### src/design/frg_pkg.sv
// Shared constants and sequencer state type for the fraction reducer.
package frg_pkg;

    localparam int WIDTH_DEF = 32;

    typedef enum logic [2:0] {
        ST_IDLE,
        ST_REM,
        ST_DIVN,
        ST_DIVD,
        ST_DONE
    } frg_state_t;

endpackage

### src/design/frg_div.sv
// Iterative signed truncating divider, one quotient bit per cycle.
module frg_div
    import frg_pkg::*;
#(
    parameter int WIDTH = WIDTH_DEF
) (
    input  logic             aclk,
    input  logic             aresetn,
    input  logic             start,
    input  logic [WIDTH-1:0] dividend,
    input  logic [WIDTH-1:0] divisor,
    output logic             done,
    output logic [WIDTH-1:0] quotient,
    output logic [WIDTH-1:0] remainder,
    output logic             ovf
);

    localparam int CNT_W = $clog2(WIDTH);

    logic             busy_reg, busy_next;
    logic             done_reg, done_next;
    logic [CNT_W-1:0] cnt_reg, cnt_next;
    logic [WIDTH-1:0] quo_reg, quo_next;
    logic [WIDTH-1:0] rem_reg, rem_next;
    logic [WIDTH-1:0] dm_reg, dm_next;
    logic             na_reg, na_next;
    logic             nq_reg, nq_next;

    logic [WIDTH-1:0] am;
    logic [WIDTH-1:0] bm;
    logic [WIDTH:0]   trial;

    // Magnitudes; the minimum value maps to 2^(WIDTH-1) as unsigned.
    assign am = dividend[WIDTH-1] ? (~dividend + 1'b1) : dividend;
    assign bm = divisor[WIDTH-1] ? (~divisor + 1'b1) : divisor;

    assign trial = {rem_reg, quo_reg[WIDTH-1]} - {1'b0, dm_reg};

    always_comb begin
        busy_next = busy_reg;
        done_next = 1'b0;
        cnt_next  = cnt_reg;
        quo_next  = quo_reg;
        rem_next  = rem_reg;
        dm_next   = dm_reg;
        na_next   = na_reg;
        nq_next   = nq_reg;
        if (start) begin
            busy_next = 1'b1;
            cnt_next  = CNT_W'(WIDTH - 1);
            quo_next  = am;
            rem_next  = '0;
            dm_next   = bm;
            na_next   = dividend[WIDTH-1];
            nq_next   = dividend[WIDTH-1] ^ divisor[WIDTH-1];
        end else if (busy_reg) begin
            // Restoring step: keep the difference when it does not go negative.
            if (!trial[WIDTH]) begin
                rem_next = trial[WIDTH-1:0];
                quo_next = {quo_reg[WIDTH-2:0], 1'b1};
            end else begin
                rem_next = {rem_reg[WIDTH-2:0], quo_reg[WIDTH-1]};
                quo_next = {quo_reg[WIDTH-2:0], 1'b0};
            end
            cnt_next = cnt_reg - 1'b1;
            if (cnt_reg == '0) begin
                busy_next = 1'b0;
                done_next = 1'b1;
            end
        end
    end

    always_ff @(posedge aclk) begin
        if (!aresetn) begin
            busy_reg <= 1'b0;
            done_reg <= 1'b0;
        end else begin
            busy_reg <= busy_next;
            done_reg <= done_next;
        end
        cnt_reg <= cnt_next;
        quo_reg <= quo_next;
        rem_reg <= rem_next;
        dm_reg  <= dm_next;
        na_reg  <= na_next;
        nq_reg  <= nq_next;
    end

    assign done      = done_reg;
    assign quotient  = nq_reg ? (~quo_reg + 1'b1) : quo_reg;
    assign remainder = na_reg ? (~rem_reg + 1'b1) : rem_reg;
    // A positive quotient of 2^(WIDTH-1) does not fit.
    assign ovf       = !nq_reg && quo_reg[WIDTH-1];

endmodule

### src/design/fraction_reduce_gcd.sv
// Fraction reducer: Euclid's gcd and two final divisions on one shared divider.
// A zero denominator bypasses the divider; otherwise the divider runs Euclid's remainder steps,
//   then the numerator and denominator divisions, before the result beat.
// Throughput: one item at a time; the next input beat is taken only once the sequencer is idle;
//   every step is one pass of the divider.
// Reset: aresetn low at a clock edge idles the sequencer and clears m_tvalid.
module fraction_reduce_gcd
    import frg_pkg::*;
#(
    parameter int WIDTH = WIDTH_DEF
) (
    input  logic                                aclk,
    input  logic                                aresetn,
    input  logic                                s_tvalid,
    output logic                                s_tready,
    // numerator, denominator
    input  logic [((2*WIDTH+7)/8)*8-1:0]        s_tdata,
    output logic                                m_tvalid,
    input  logic                                m_tready,
    // reduced_numerator, reduced_denominator, common_divisor
    output logic [((3*WIDTH+7)/8)*8-1:0]        m_tdata,
    // overflow
    output logic                                m_tuser
);

    localparam int M_W = ((3*WIDTH+7)/8)*8;

    frg_state_t state_reg, state_next;

    logic [WIDTH-1:0] num_reg, num_next;
    logic [WIDTH-1:0] den_reg, den_next;
    logic [WIDTH-1:0] b_reg, b_next;
    logic [WIDTH-1:0] rn_reg, rn_next;
    logic [WIDTH-1:0] rd_reg, rd_next;
    logic             ovf_reg, ovf_next;
    logic             m_tvalid_reg, m_tvalid_next;
    logic [M_W-1:0]   m_tdata_reg, m_tdata_next;
    logic             m_tuser_reg, m_tuser_next;

    logic [WIDTH-1:0] s_num;
    logic [WIDTH-1:0] s_den;
    logic             s_beat;
    logic             out_free;

    logic             div_start;
    logic [WIDTH-1:0] div_a;
    logic [WIDTH-1:0] div_b;
    logic             div_done;
    logic [WIDTH-1:0] div_q;
    logic [WIDTH-1:0] div_r;
    logic             div_ovf;

    assign s_num    = s_tdata[WIDTH-1:0];
    assign s_den    = s_tdata[2*WIDTH-1:WIDTH];
    assign s_beat   = s_tvalid && s_tready;
    assign out_free = !m_tvalid_reg || m_tready;

    frg_div #(.WIDTH(WIDTH)) u_div (
        .aclk      (aclk),
        .aresetn   (aresetn),
        .start     (div_start),
        .dividend  (div_a),
        .divisor   (div_b),
        .done      (div_done),
        .quotient  (div_q),
        .remainder (div_r),
        .ovf       (div_ovf)
    );

    // Next state
    always_comb begin
        state_next = state_reg;
        case (state_reg)
            ST_IDLE: begin
                if (s_tvalid) begin
                    state_next = (s_den == '0) ? ST_DONE : ST_REM;
                end
            end
            ST_REM: begin
                if (div_done && (div_r == '0)) begin
                    state_next = ST_DIVN;
                end
            end
            ST_DIVN: begin
                if (div_done) begin
                    state_next = ST_DIVD;
                end
            end
            ST_DIVD: begin
                if (div_done) begin
                    state_next = ST_DONE;
                end
            end
            ST_DONE: begin
                if (out_free) begin
                    state_next = ST_IDLE;
                end
            end
            default: state_next = ST_IDLE;
        endcase
    end

    // Sequencer outputs: handshake and divider operand select
    always_comb begin
        s_tready  = 1'b0;
        div_start = 1'b0;
        div_a     = b_reg;
        div_b     = div_r;
        case (state_reg)
            ST_IDLE: begin
                s_tready  = 1'b1;
                div_start = s_tvalid && (s_den != '0);
                div_a     = s_num;
                div_b     = s_den;
            end
            ST_REM: begin
                div_start = div_done;
                if (div_r == '0) begin
                    // gcd found in b: divide the numerator by it
                    div_a = num_reg;
                    div_b = b_reg;
                end else begin
                    div_a = b_reg;
                    div_b = div_r;
                end
            end
            ST_DIVN: begin
                div_start = div_done;
                div_a     = den_reg;
                div_b     = b_reg;
            end
            default: begin
                s_tready  = 1'b0;
                div_start = 1'b0;
            end
        endcase
    end

    // Datapath registers
    always_comb begin
        num_next      = num_reg;
        den_next      = den_reg;
        b_next        = b_reg;
        rn_next       = rn_reg;
        rd_next       = rd_reg;
        ovf_next      = ovf_reg;
        m_tvalid_next = m_tvalid_reg;
        m_tdata_next  = m_tdata_reg;
        m_tuser_next  = m_tuser_reg;
        if (m_tvalid_reg && m_tready) begin
            m_tvalid_next = 1'b0;
        end
        case (state_reg)
            ST_IDLE: begin
                if (s_beat) begin
                    num_next = s_num;
                    den_next = s_den;
                    b_next   = s_den;
                    // Zero denominator passes through with a zero divisor.
                    rn_next  = s_num;
                    rd_next  = '0;
                    ovf_next = 1'b0;
                end
            end
            ST_REM: begin
                if (div_done && (div_r != '0)) begin
                    b_next = div_r;
                end
            end
            ST_DIVN: begin
                if (div_done) begin
                    rn_next  = div_q;
                    ovf_next = div_ovf;
                end
            end
            ST_DIVD: begin
                if (div_done) begin
                    rd_next  = div_q;
                    ovf_next = ovf_reg || div_ovf;
                end
            end
            ST_DONE: begin
                if (out_free) begin
                    m_tvalid_next = 1'b1;
                    m_tdata_next  = M_W'({b_reg, rd_reg, rn_reg});
                    m_tuser_next  = ovf_reg;
                    if (den_reg == '0) begin
                        m_tdata_next = M_W'({{WIDTH{1'b0}}, {WIDTH{1'b0}}, rn_reg});
                    end
                end
            end
            default: begin
                m_tvalid_next = m_tvalid_reg && !m_tready;
            end
        endcase
    end

    always_ff @(posedge aclk) begin
        if (!aresetn) begin
            state_reg    <= ST_IDLE;
            m_tvalid_reg <= 1'b0;
        end else begin
            state_reg    <= state_next;
            m_tvalid_reg <= m_tvalid_next;
        end
        num_reg     <= num_next;
        den_reg     <= den_next;
        b_reg       <= b_next;
        rn_reg      <= rn_next;
        rd_reg      <= rd_next;
        ovf_reg     <= ovf_next;
        m_tdata_reg <= m_tdata_next;
        m_tuser_reg <= m_tuser_next;
    end

    assign m_tvalid = m_tvalid_reg;
    assign m_tdata  = m_tdata_reg;
    assign m_tuser  = m_tuser_reg;

    // The divider only reports back while the sequencer waits on it.
    assert property (@(posedge aclk) disable iff (!aresetn)
        div_done |-> (state_reg == ST_REM || state_reg == ST_DIVN || state_reg == ST_DIVD))
        else $error("divider finished outside a divide state");

    // The gcd must divide the numerator exactly.
    assert property (@(posedge aclk) disable iff (!aresetn)
        (state_reg == ST_DIVN && div_done) |-> (div_r == '0))
        else $error("numerator not divisible by gcd");

    // The gcd must divide the denominator exactly.
    assert property (@(posedge aclk) disable iff (!aresetn)
        (state_reg == ST_DIVD && div_done) |-> (div_r == '0))
        else $error("denominator not divisible by gcd");

    // An accepted beat always leaves idle.
    assert property (@(posedge aclk) disable iff (!aresetn)
        s_beat |=> (state_reg != ST_IDLE))
        else $error("sequencer stayed idle after input beat");

endmodule

### config.mk
export PLATFORM = sky130hd
export DESIGN_NAME = fraction_reduce_gcd
export DESIGN_NICKNAME = d
export VERILOG_FILES = /design/src/design/frg_pkg.sv /design/src/design/frg_div.sv /design/src/design/fraction_reduce_gcd.sv
export SDC_FILE = /design/constraint.sdc
export NUM_CORES = 1
export LEC_CHECK = 0
export ABC_CLOCK_PERIOD_IN_PS = 7900
export CAP_MARGIN = 20
export CORE_MARGIN = 1
export CORE_UTILIZATION = 40
export CTS_BUF_LIST = sky130_fd_sc_hd__clkbuf_2 sky130_fd_sc_hd__clkbuf_4 sky130_fd_sc_hd__clkbuf_8
export DETAILED_ROUTE_END_ITERATION = 10
export DONT_BUFFER_PORTS = 1
export PLACE_DENSITY = 0.57
export REMOVE_ABC_BUFFERS = 1
export SETUP_SLACK_MARGIN = 0.02
export SYNTH_ARGS = -nofsm -noshare
export SYNTH_HDL_FRONTEND = slang
export SYNTH_HIERARCHICAL = 1
export SYNTH_SLANG_ARGS = --single-unit
### constraint.sdc
create_clock -name aclk -period 7.9 [get_ports aclk]
set_clock_uncertainty 0.2 [all_clocks]
set_input_delay 0 -clock aclk [delete_from_list [all_inputs] [get_ports aclk]]
set_output_delay 0 -clock aclk [all_outputs]
set_load 0.05 [all_outputs]
==> summary.txt, run 1 <==
syn_area_per_cell: 11.4 µm²
IO Pins: 167
worst-margin pin slew: 976 ps
Setup violations, final: 0
Area Overhead vs Synth: 16.8%
CTS Buf Count: 66
die area: 0.0497 mm²
synthesized area: 0.0195 mm²
number of fill cells: 4315
Ys Warns: 6
row count: 80
Worst path top cell family by delay: simple AND/OR/NAND/NOR gates
Post-Synth Adder-Cell Area: 2.54%
largest net degree at the start of global routing: 85
Post-synth EDFFs: 324
Netlist cell types: 76
vias in the first global route: 13861
Synth Area in Simple Gates: 14.3%
length of the first detailed-routing pass in iterations: 7
DIE WIDTH: 223 µm
Initial Util: 40.7%
Top FF cell, synth: edfxtp_1
clock sinks: 367
largest area contributor in the netlist: edfxtp_1
multi-input logic area: 0.00831 mm²
pre-CTS WS: 308 ps
Worst setup EP type: flop
antenna violations before repair: 3
Synth Register Bits: 367
final worst setup slack: 433 ps
Sum Neg Setup Slack: 0 ps
GRT Total Usage: 21.7%
Nets: 1956
initial DRC count: 1185
Peak VDD IR: 0.0000984 V
compound-cell area share of the yosys netlist: 15.0%
Synth Instances: 1715
mux share of post-synthesis cell area: 3.42%
Final Slew Violations: 0
drt via density: 5.69
CTS tree: done
Final Hold Slack: 21.9 ps
slowest CP cell: or4_1
CP bufs+invs: 1
Reg area: 0.0106 mm²
crit-path cells: inv_1 -> ha_1 -> nand3b_1 -> nand2b_4 -> or4_1 -> or4_1 -> nand2b_1 -> or4_4 -> o31ai_2 -> xnor2_1 -> nor4_1 -> nand4_1 -> o21ai_4 -> nand2_8 -> a221o_2 -> or4_1 -> or4_1 -> or3_1 -> or2_1 -> o31ai_1 -> xor2_1 -> a21oi_1
routed len/inst: 21.7 µm
Lkg Pwr: 8.31 nW
commonest non-fill, non-tap cell in the layout: edfxtp_1
Largest register FFs: 96
first-pass GRT wire length: 82900 µm
RSZ-0062 raised after global routing: false
Final ANT Viol Nets: 0
period utilization: 94.5%
Startpoint Class: flop
Worst EP arrival: 7580 ps
H-tree levels: 3
clock root cell: clkbuf_8
Crit Path Max Fanout: 19
kind of critical path: reg -> reg
Reg clk slew, reported paths: 60 ps
leading post-synthesis cells by cell area: edfxtp_1 (50%), xnor2_1 (5.0%), dfxtp_1 (4.4%), nand2_1 (3.6%), a221o_1 (3.1%)
Clk Latency, worst-skew pair: 640 ps
Synth Area in XOR/XNOR: 6.73%
DRC: 0
gpl congestion: 0.882
Final Hold Viols: 0
routed vias: 14311
max incr delay on CP: 580 ps
most frequent cells in the layout: edfxtp_1 (324), nand2_1 (188), dlygate4sd3_1 (126)
most used cell, CP: or4_1
Max Cap Viol: 0
Core Region: 0.0479 mm²
Period minus WS final: 7470 ps
pwr dens: 243 mW/mm²
WP data required: 8010 ps
asr flop ratio synth: 0%
GRT overflow: 0
Total Wirelength: 54500 µm
layout cells sized above 1: 11.2%
Fmax: 134 MHz
main combinational cell family by area after synthesis: compound AO/OA/AOI/OAI gates
chip height: 223 µm
top cell type's share of synthesized area: 49.8%
PortBufs: 0
Rel. slew slack: 34.9%
outcome: finished, final reports clean
CTS Buffer Depth: 3
sequential share of the synthesized area: 54.2%
post-DP HPWL: 37700 µm
HP Class: in -> reg
==> worst register-to-register path: cells and delay by family, from the launching register on <==
family | cells | cell delay [ps]
buffers and inverters | 1 | 160
xor gates and xnor gates | 2 | 340
and+or+nand+nor | 13 | 4560
DFF | 1 | 390
AOI/OAI and AO/OA | 5 | 1310
adders and majority gates | 1 | 200
==> routing by layer <==
metal	wire length [µm]	part of all wire [%]	up-vias	global-route usage (%)
met4	1740	3.2	2	8.99
met3	3190	5.8	103	3.53
met1	24100	44	6913	28.8
li1	-	-	6739	-
met5	13	0.024	-	0
met2	25500	47	554	35.2
==> Yosys cell counts (all sizes together), types with 3 or more instances <==
master and count:
a31oi 9, nand3b 3, o31ai 33, and3 36
a22o 33, dfxtp 43, inv 57, nor3 14
a21o 15, nand3 13, xor2 39, a21oi 65
a211oi 21, nor2b 56, nor4b 3, o21ai 78
edfxtp 324, o21a 35, o22ai 3, and2b 18
buf 43, a221o 63, clkbuf 52, nor4 34
o221ai 4, mux2i 25, mux2 37, xnor2 111
nand2 190, nor2 95, ha 38, or2 4
or3 18, or4 20, nand4 13, nand2b 20
o41ai 23, a311oi 3
==> power by group <==
part	switching (W)	total, W	internal [W]
sequential	0.000146	0.00246	0.00232
combinational	0.000716	0.00121	0.000499
clock	0.000796	0.00186	0.00107
==> metrics by stage <==
step,util [%],cells,total power [W],instance area [µm²]
global route,47.6,2517,0.00580,22800
finish,47.6,2517,0.00554,22800
CTS,47.3,2508,0.00556,22700
detailed placement,41.9,2264,0.00361,20100
floorplan,-,1620,0.00330,19000
global placement,41.8,2263,0.00359,20000
==> area by class of cell <==
class / count / share of cell area, %
flip-flops and latches: 367 / 46.4
well taps: 615 / 3.37
multi-input cells: 1197 / 36.4
clock inverters: 24 / 0.900
clock buffers: 94 / 5.04
diodes: 3 / 0.0329
inverters: 57 / 0.938
repair buffers: 160 / 6.86
==> timing repair <==
item                                   in CTS  in global routing
hold buffers                              126                  0
setup buffers                               0                  3
endpoints found under the hold margin     288                  0
setup endpoints to repair                   0                 11
gates resized for setup                     0                  5
==> path summary, 6_finish.rpt <==
kind                                                    start                     endpoint  slack (ps)  cells past startpoint
worst max register to register  u_div/rem_reg[0]$_SDFFE_PP0P_  u_div/quo_reg[25]$_DFFE_PP_         430                     22
worst min-delay path                              s_tdata[63]   u_div/dm_reg[23]$_DFFE_PP_          20                      3
worst min register to register           rn_reg[25]$_DFFE_PP_        m_tdata[25]$_DFFE_PP_         220                      0
worst max-delay path            u_div/rem_reg[0]$_SDFFE_PP0P_  u_div/quo_reg[25]$_DFFE_PP_         430                     22
==> logic make-up (layout without fill, tap and decap cells) <==
family	after synthesis	in the layout
buffers and inverters	152	335
and+or+nand+nor	544	545
AOI/OAI and AO/OA	401	401
other	0	3
muxes	62	62
DFF	367	367
xor gates and xnor gates	150	150
adders and majority gates	39	39
Note: power is estimated with default switching activity, not from simulation.
==> run 2, diff against run 1 <==
--- a/config.mk
+++ b/config.mk
@@ -12,6 +12,7 @@
 export CTS_BUF_LIST = sky130_fd_sc_hd__clkbuf_2 sky130_fd_sc_hd__clkbuf_4 sky130_fd_sc_hd__clkbuf_8
 export DETAILED_ROUTE_END_ITERATION = 10
 export DONT_BUFFER_PORTS = 1
+export GPL_TIMING_DRIVEN = 0
 export PLACE_DENSITY = 0.57
 export REMOVE_ABC_BUFFERS = 1
 export SETUP_SLACK_MARGIN = 0.02
==> run 2 against run 1 <==
  * Register-to-register slack got worse by 30 ps
  * Combinational power hardly changed
  * Sequential power about the same
  * Count of clock-buffer cells in the layout shrank 11
  * Maximum frequency down 0.37%
  * Power fell by 0.49%
  * Setup slack worse by 28 ps
  * Global-route usage is 0.37 points lower
  * First-iteration DRC count rose by 10%
  * Critical path type unchanged
  * Largest power group unchanged
==> summary.txt, run 2 (synthesized netlist as in run 1, its figures left out) <==
WP data required: 8060 ps
Final Hold Viols: 0
Crit Path Max Fanout: 32
Internal Power: 0.00387 W
Final Slew Violations: 0
sw frac: 29.8%
initial DRC count: 1309
Rel. slew slack: 28.5%
clock root cell: clkbuf_8
length of the first detailed-routing pass in iterations: 5
combinational power share: 21.8%
CTS Buf Count: 67
Worst EP arrival: 7650 ps
GRT Total Usage: 21.3%
CTS tree: done
Period minus WS final: 7490 ps
Startpoint Class: flop
Area Overhead vs Synth: 18.4%
kind of critical path: reg -> reg
NetSw: 0.00164 W
Nets: 1955
sequential share of power: 45.0%
Max Cap Viol: 0
Initial Util: 40.7%
routed len/inst: 21.2 µm
Placed Area: 0.0204 mm²
HP Class: in -> reg
post-route cell area: 0.0231 mm²
Largest register FFs: 96
largest net degree at the start of global routing: 67
IO Pins: 167
Peak VDD IR: 0.000107 V
Clk Latency, worst-skew pair: 620 ps
Sum Neg Setup Slack: 0 ps
H-tree levels: 3
routed vias: 14154
most frequent cells in the layout: edfxtp_1 (324), nand2_1 (188), dlygate4sd3_1 (128)
CTS Buffer Depth: 3
DIE WIDTH: 223 µm
pre-CTS WS: -550 ps
chip height: 223 µm
Reg clk slew, reported paths: 60 ps
period utilization: 94.9%
PortBufs: 0
Lkg Pwr: 8.37 nW
Total Wirelength: 53200 µm
commonest non-fill, non-tap cell in the layout: edfxtp_1
RSZ-0062 raised after global routing: false
worst-margin pin slew: 1070 ps
antenna violations before repair: 4
clock sinks: 367
Core Region: 0.0479 mm²
drt via density: 5.64
die area: 0.0497 mm²
layout cells sized above 1: 10.8%
vias in the first global route: 13872
outcome: finished, final reports clean
Setup violations, final: 0
Clk pwr share: 33.2%
post-DP HPWL: 37600 µm
first-pass GRT wire length: 82300 µm
final worst setup slack: 405 ps
number of fill cells: 4305
Fmax: 133 MHz
row count: 80
gpl congestion: 0.827
Worst setup EP type: flop
DRC: 0
Final ANT Viol Nets: 0
pwr dens: 238 mW/mm²
GRT overflow: 0
run 2: cell types whose count changed in the layout (fill, tap and decap cells not counted), moves of 3 or more:
cell / before / now
buf_16: 2 / 12
clkbuf_4: 23 / 13
clkinv_1: 14 / 17
buf_8: 1 / 4
buf_12: 0 / 7
buf_6: 0 / 3
buf_4: 31 / 4
run 2: final timing paths:
check / cells after the start / slack, ps / start / endpoint
min: 1 / 60 / s_tdata[42] / den_reg[10]$_DFFE_PP_
max: 23 / 410 / u_div/rem_reg[0]$_SDFFE_PP0P_ / u_div/quo_reg[27]$_DFFE_PP_
max reg2reg: 23 / 410 / u_div/rem_reg[0]$_SDFFE_PP0P_ / u_div/quo_reg[27]$_DFFE_PP_
min reg2reg: 0 / 200 / rn_reg[10]$_DFFE_PP_ / m_tdata[10]$_DFFE_PP_
run 2: cell type report:
| class | instances | area (µm²) | share of cell area [%] |
|---|---|---|---|
| Antenna cell | 3 | 7.51 | 0.0325 |
| Inverter | 57 | 216 | 0.936 |
| Multi-Input combinational cell | 1197 | 8340 | 36.0 |
| Clock inverter | 31 | 267 | 1.15 |
| Tap cell | 615 | 769 | 3.33 |
| Clock buffer | 83 | 1060 | 4.59 |
| Timing Repair Buffer | 158 | 1880 | 8.11 |
| Sequential cell | 367 | 10600 | 45.8 |
run 2: routing by layer:
metal / part of all wire (%) / vias up / GRT usage (%)
met5: 0.024 / - / 0
met4: 3.0 / 2 / 8.01
met3: 5.2 / 94 / 3.54
met2: 48 / 455 / 35.5
met1: 44 / 6859 / 27.8
li1: - / 6744 / -
run 2: what timing repair did:
item / CTS / global route
endpoints found under the hold margin: 341 / 3
hold buffers: 127 / 1
gates cloned: 0 / 1
resized for setup: 4 / 3
endpoints found under the setup margin: 16 / 12
setup buffers: 1 / 2
pin swaps: 1 / 1
run 2: power by group through the flow:
stage | Clock, W | Sequential [W] | Combinational [W]
after detailed placement | 0 | 0.00252 | 0.00110
after global routing | 0.00197 | 0.00250 | 0.00132
final | 0.00183 | 0.00248 | 0.00120
after floorplan | 0 | 0.00246 | 0.000843
after CTS | 0.00188 | 0.00248 | 0.00118
after global placement | 0 | 0.00253 | 0.00106
run 2: critical path, cell delays in order (launching register included):
cell,delay (ps)
dfxtp_1,400
inv_1,170
ha_1,200
nand3b_1,130
nand2b_4,180
or4_1,540
or4_1,480
nand2b_1,190
or4_4,450
o31ai_2,210
xnor2_1,170
nor4_2,310
nand4_1,260
o21ai_4,300
nand2_8,190
a221o_1,450
nor4_4,390
nand4_1,270
or4_1,510
or3_1,390
or3_1,370
o21ai_1,160
xor2_1,190
a21oi_1,90
run 2: metrics by stage:
step / hold WS (ps) / power (W) / instances / util (%)
after floorplan: -101 / 0.00330 / 1620 / -
after global placement: -101 / 0.00359 / 2235 / 41.2
after detailed placement: -101 / 0.00361 / 2260 / 42.5
after CTS: 6.17 / 0.00554 / 2502 / 48.0
after global routing: 22.3 / 0.00579 / 2511 / 48.2
final: 55.9 / 0.00551 / 2511 / 48.2
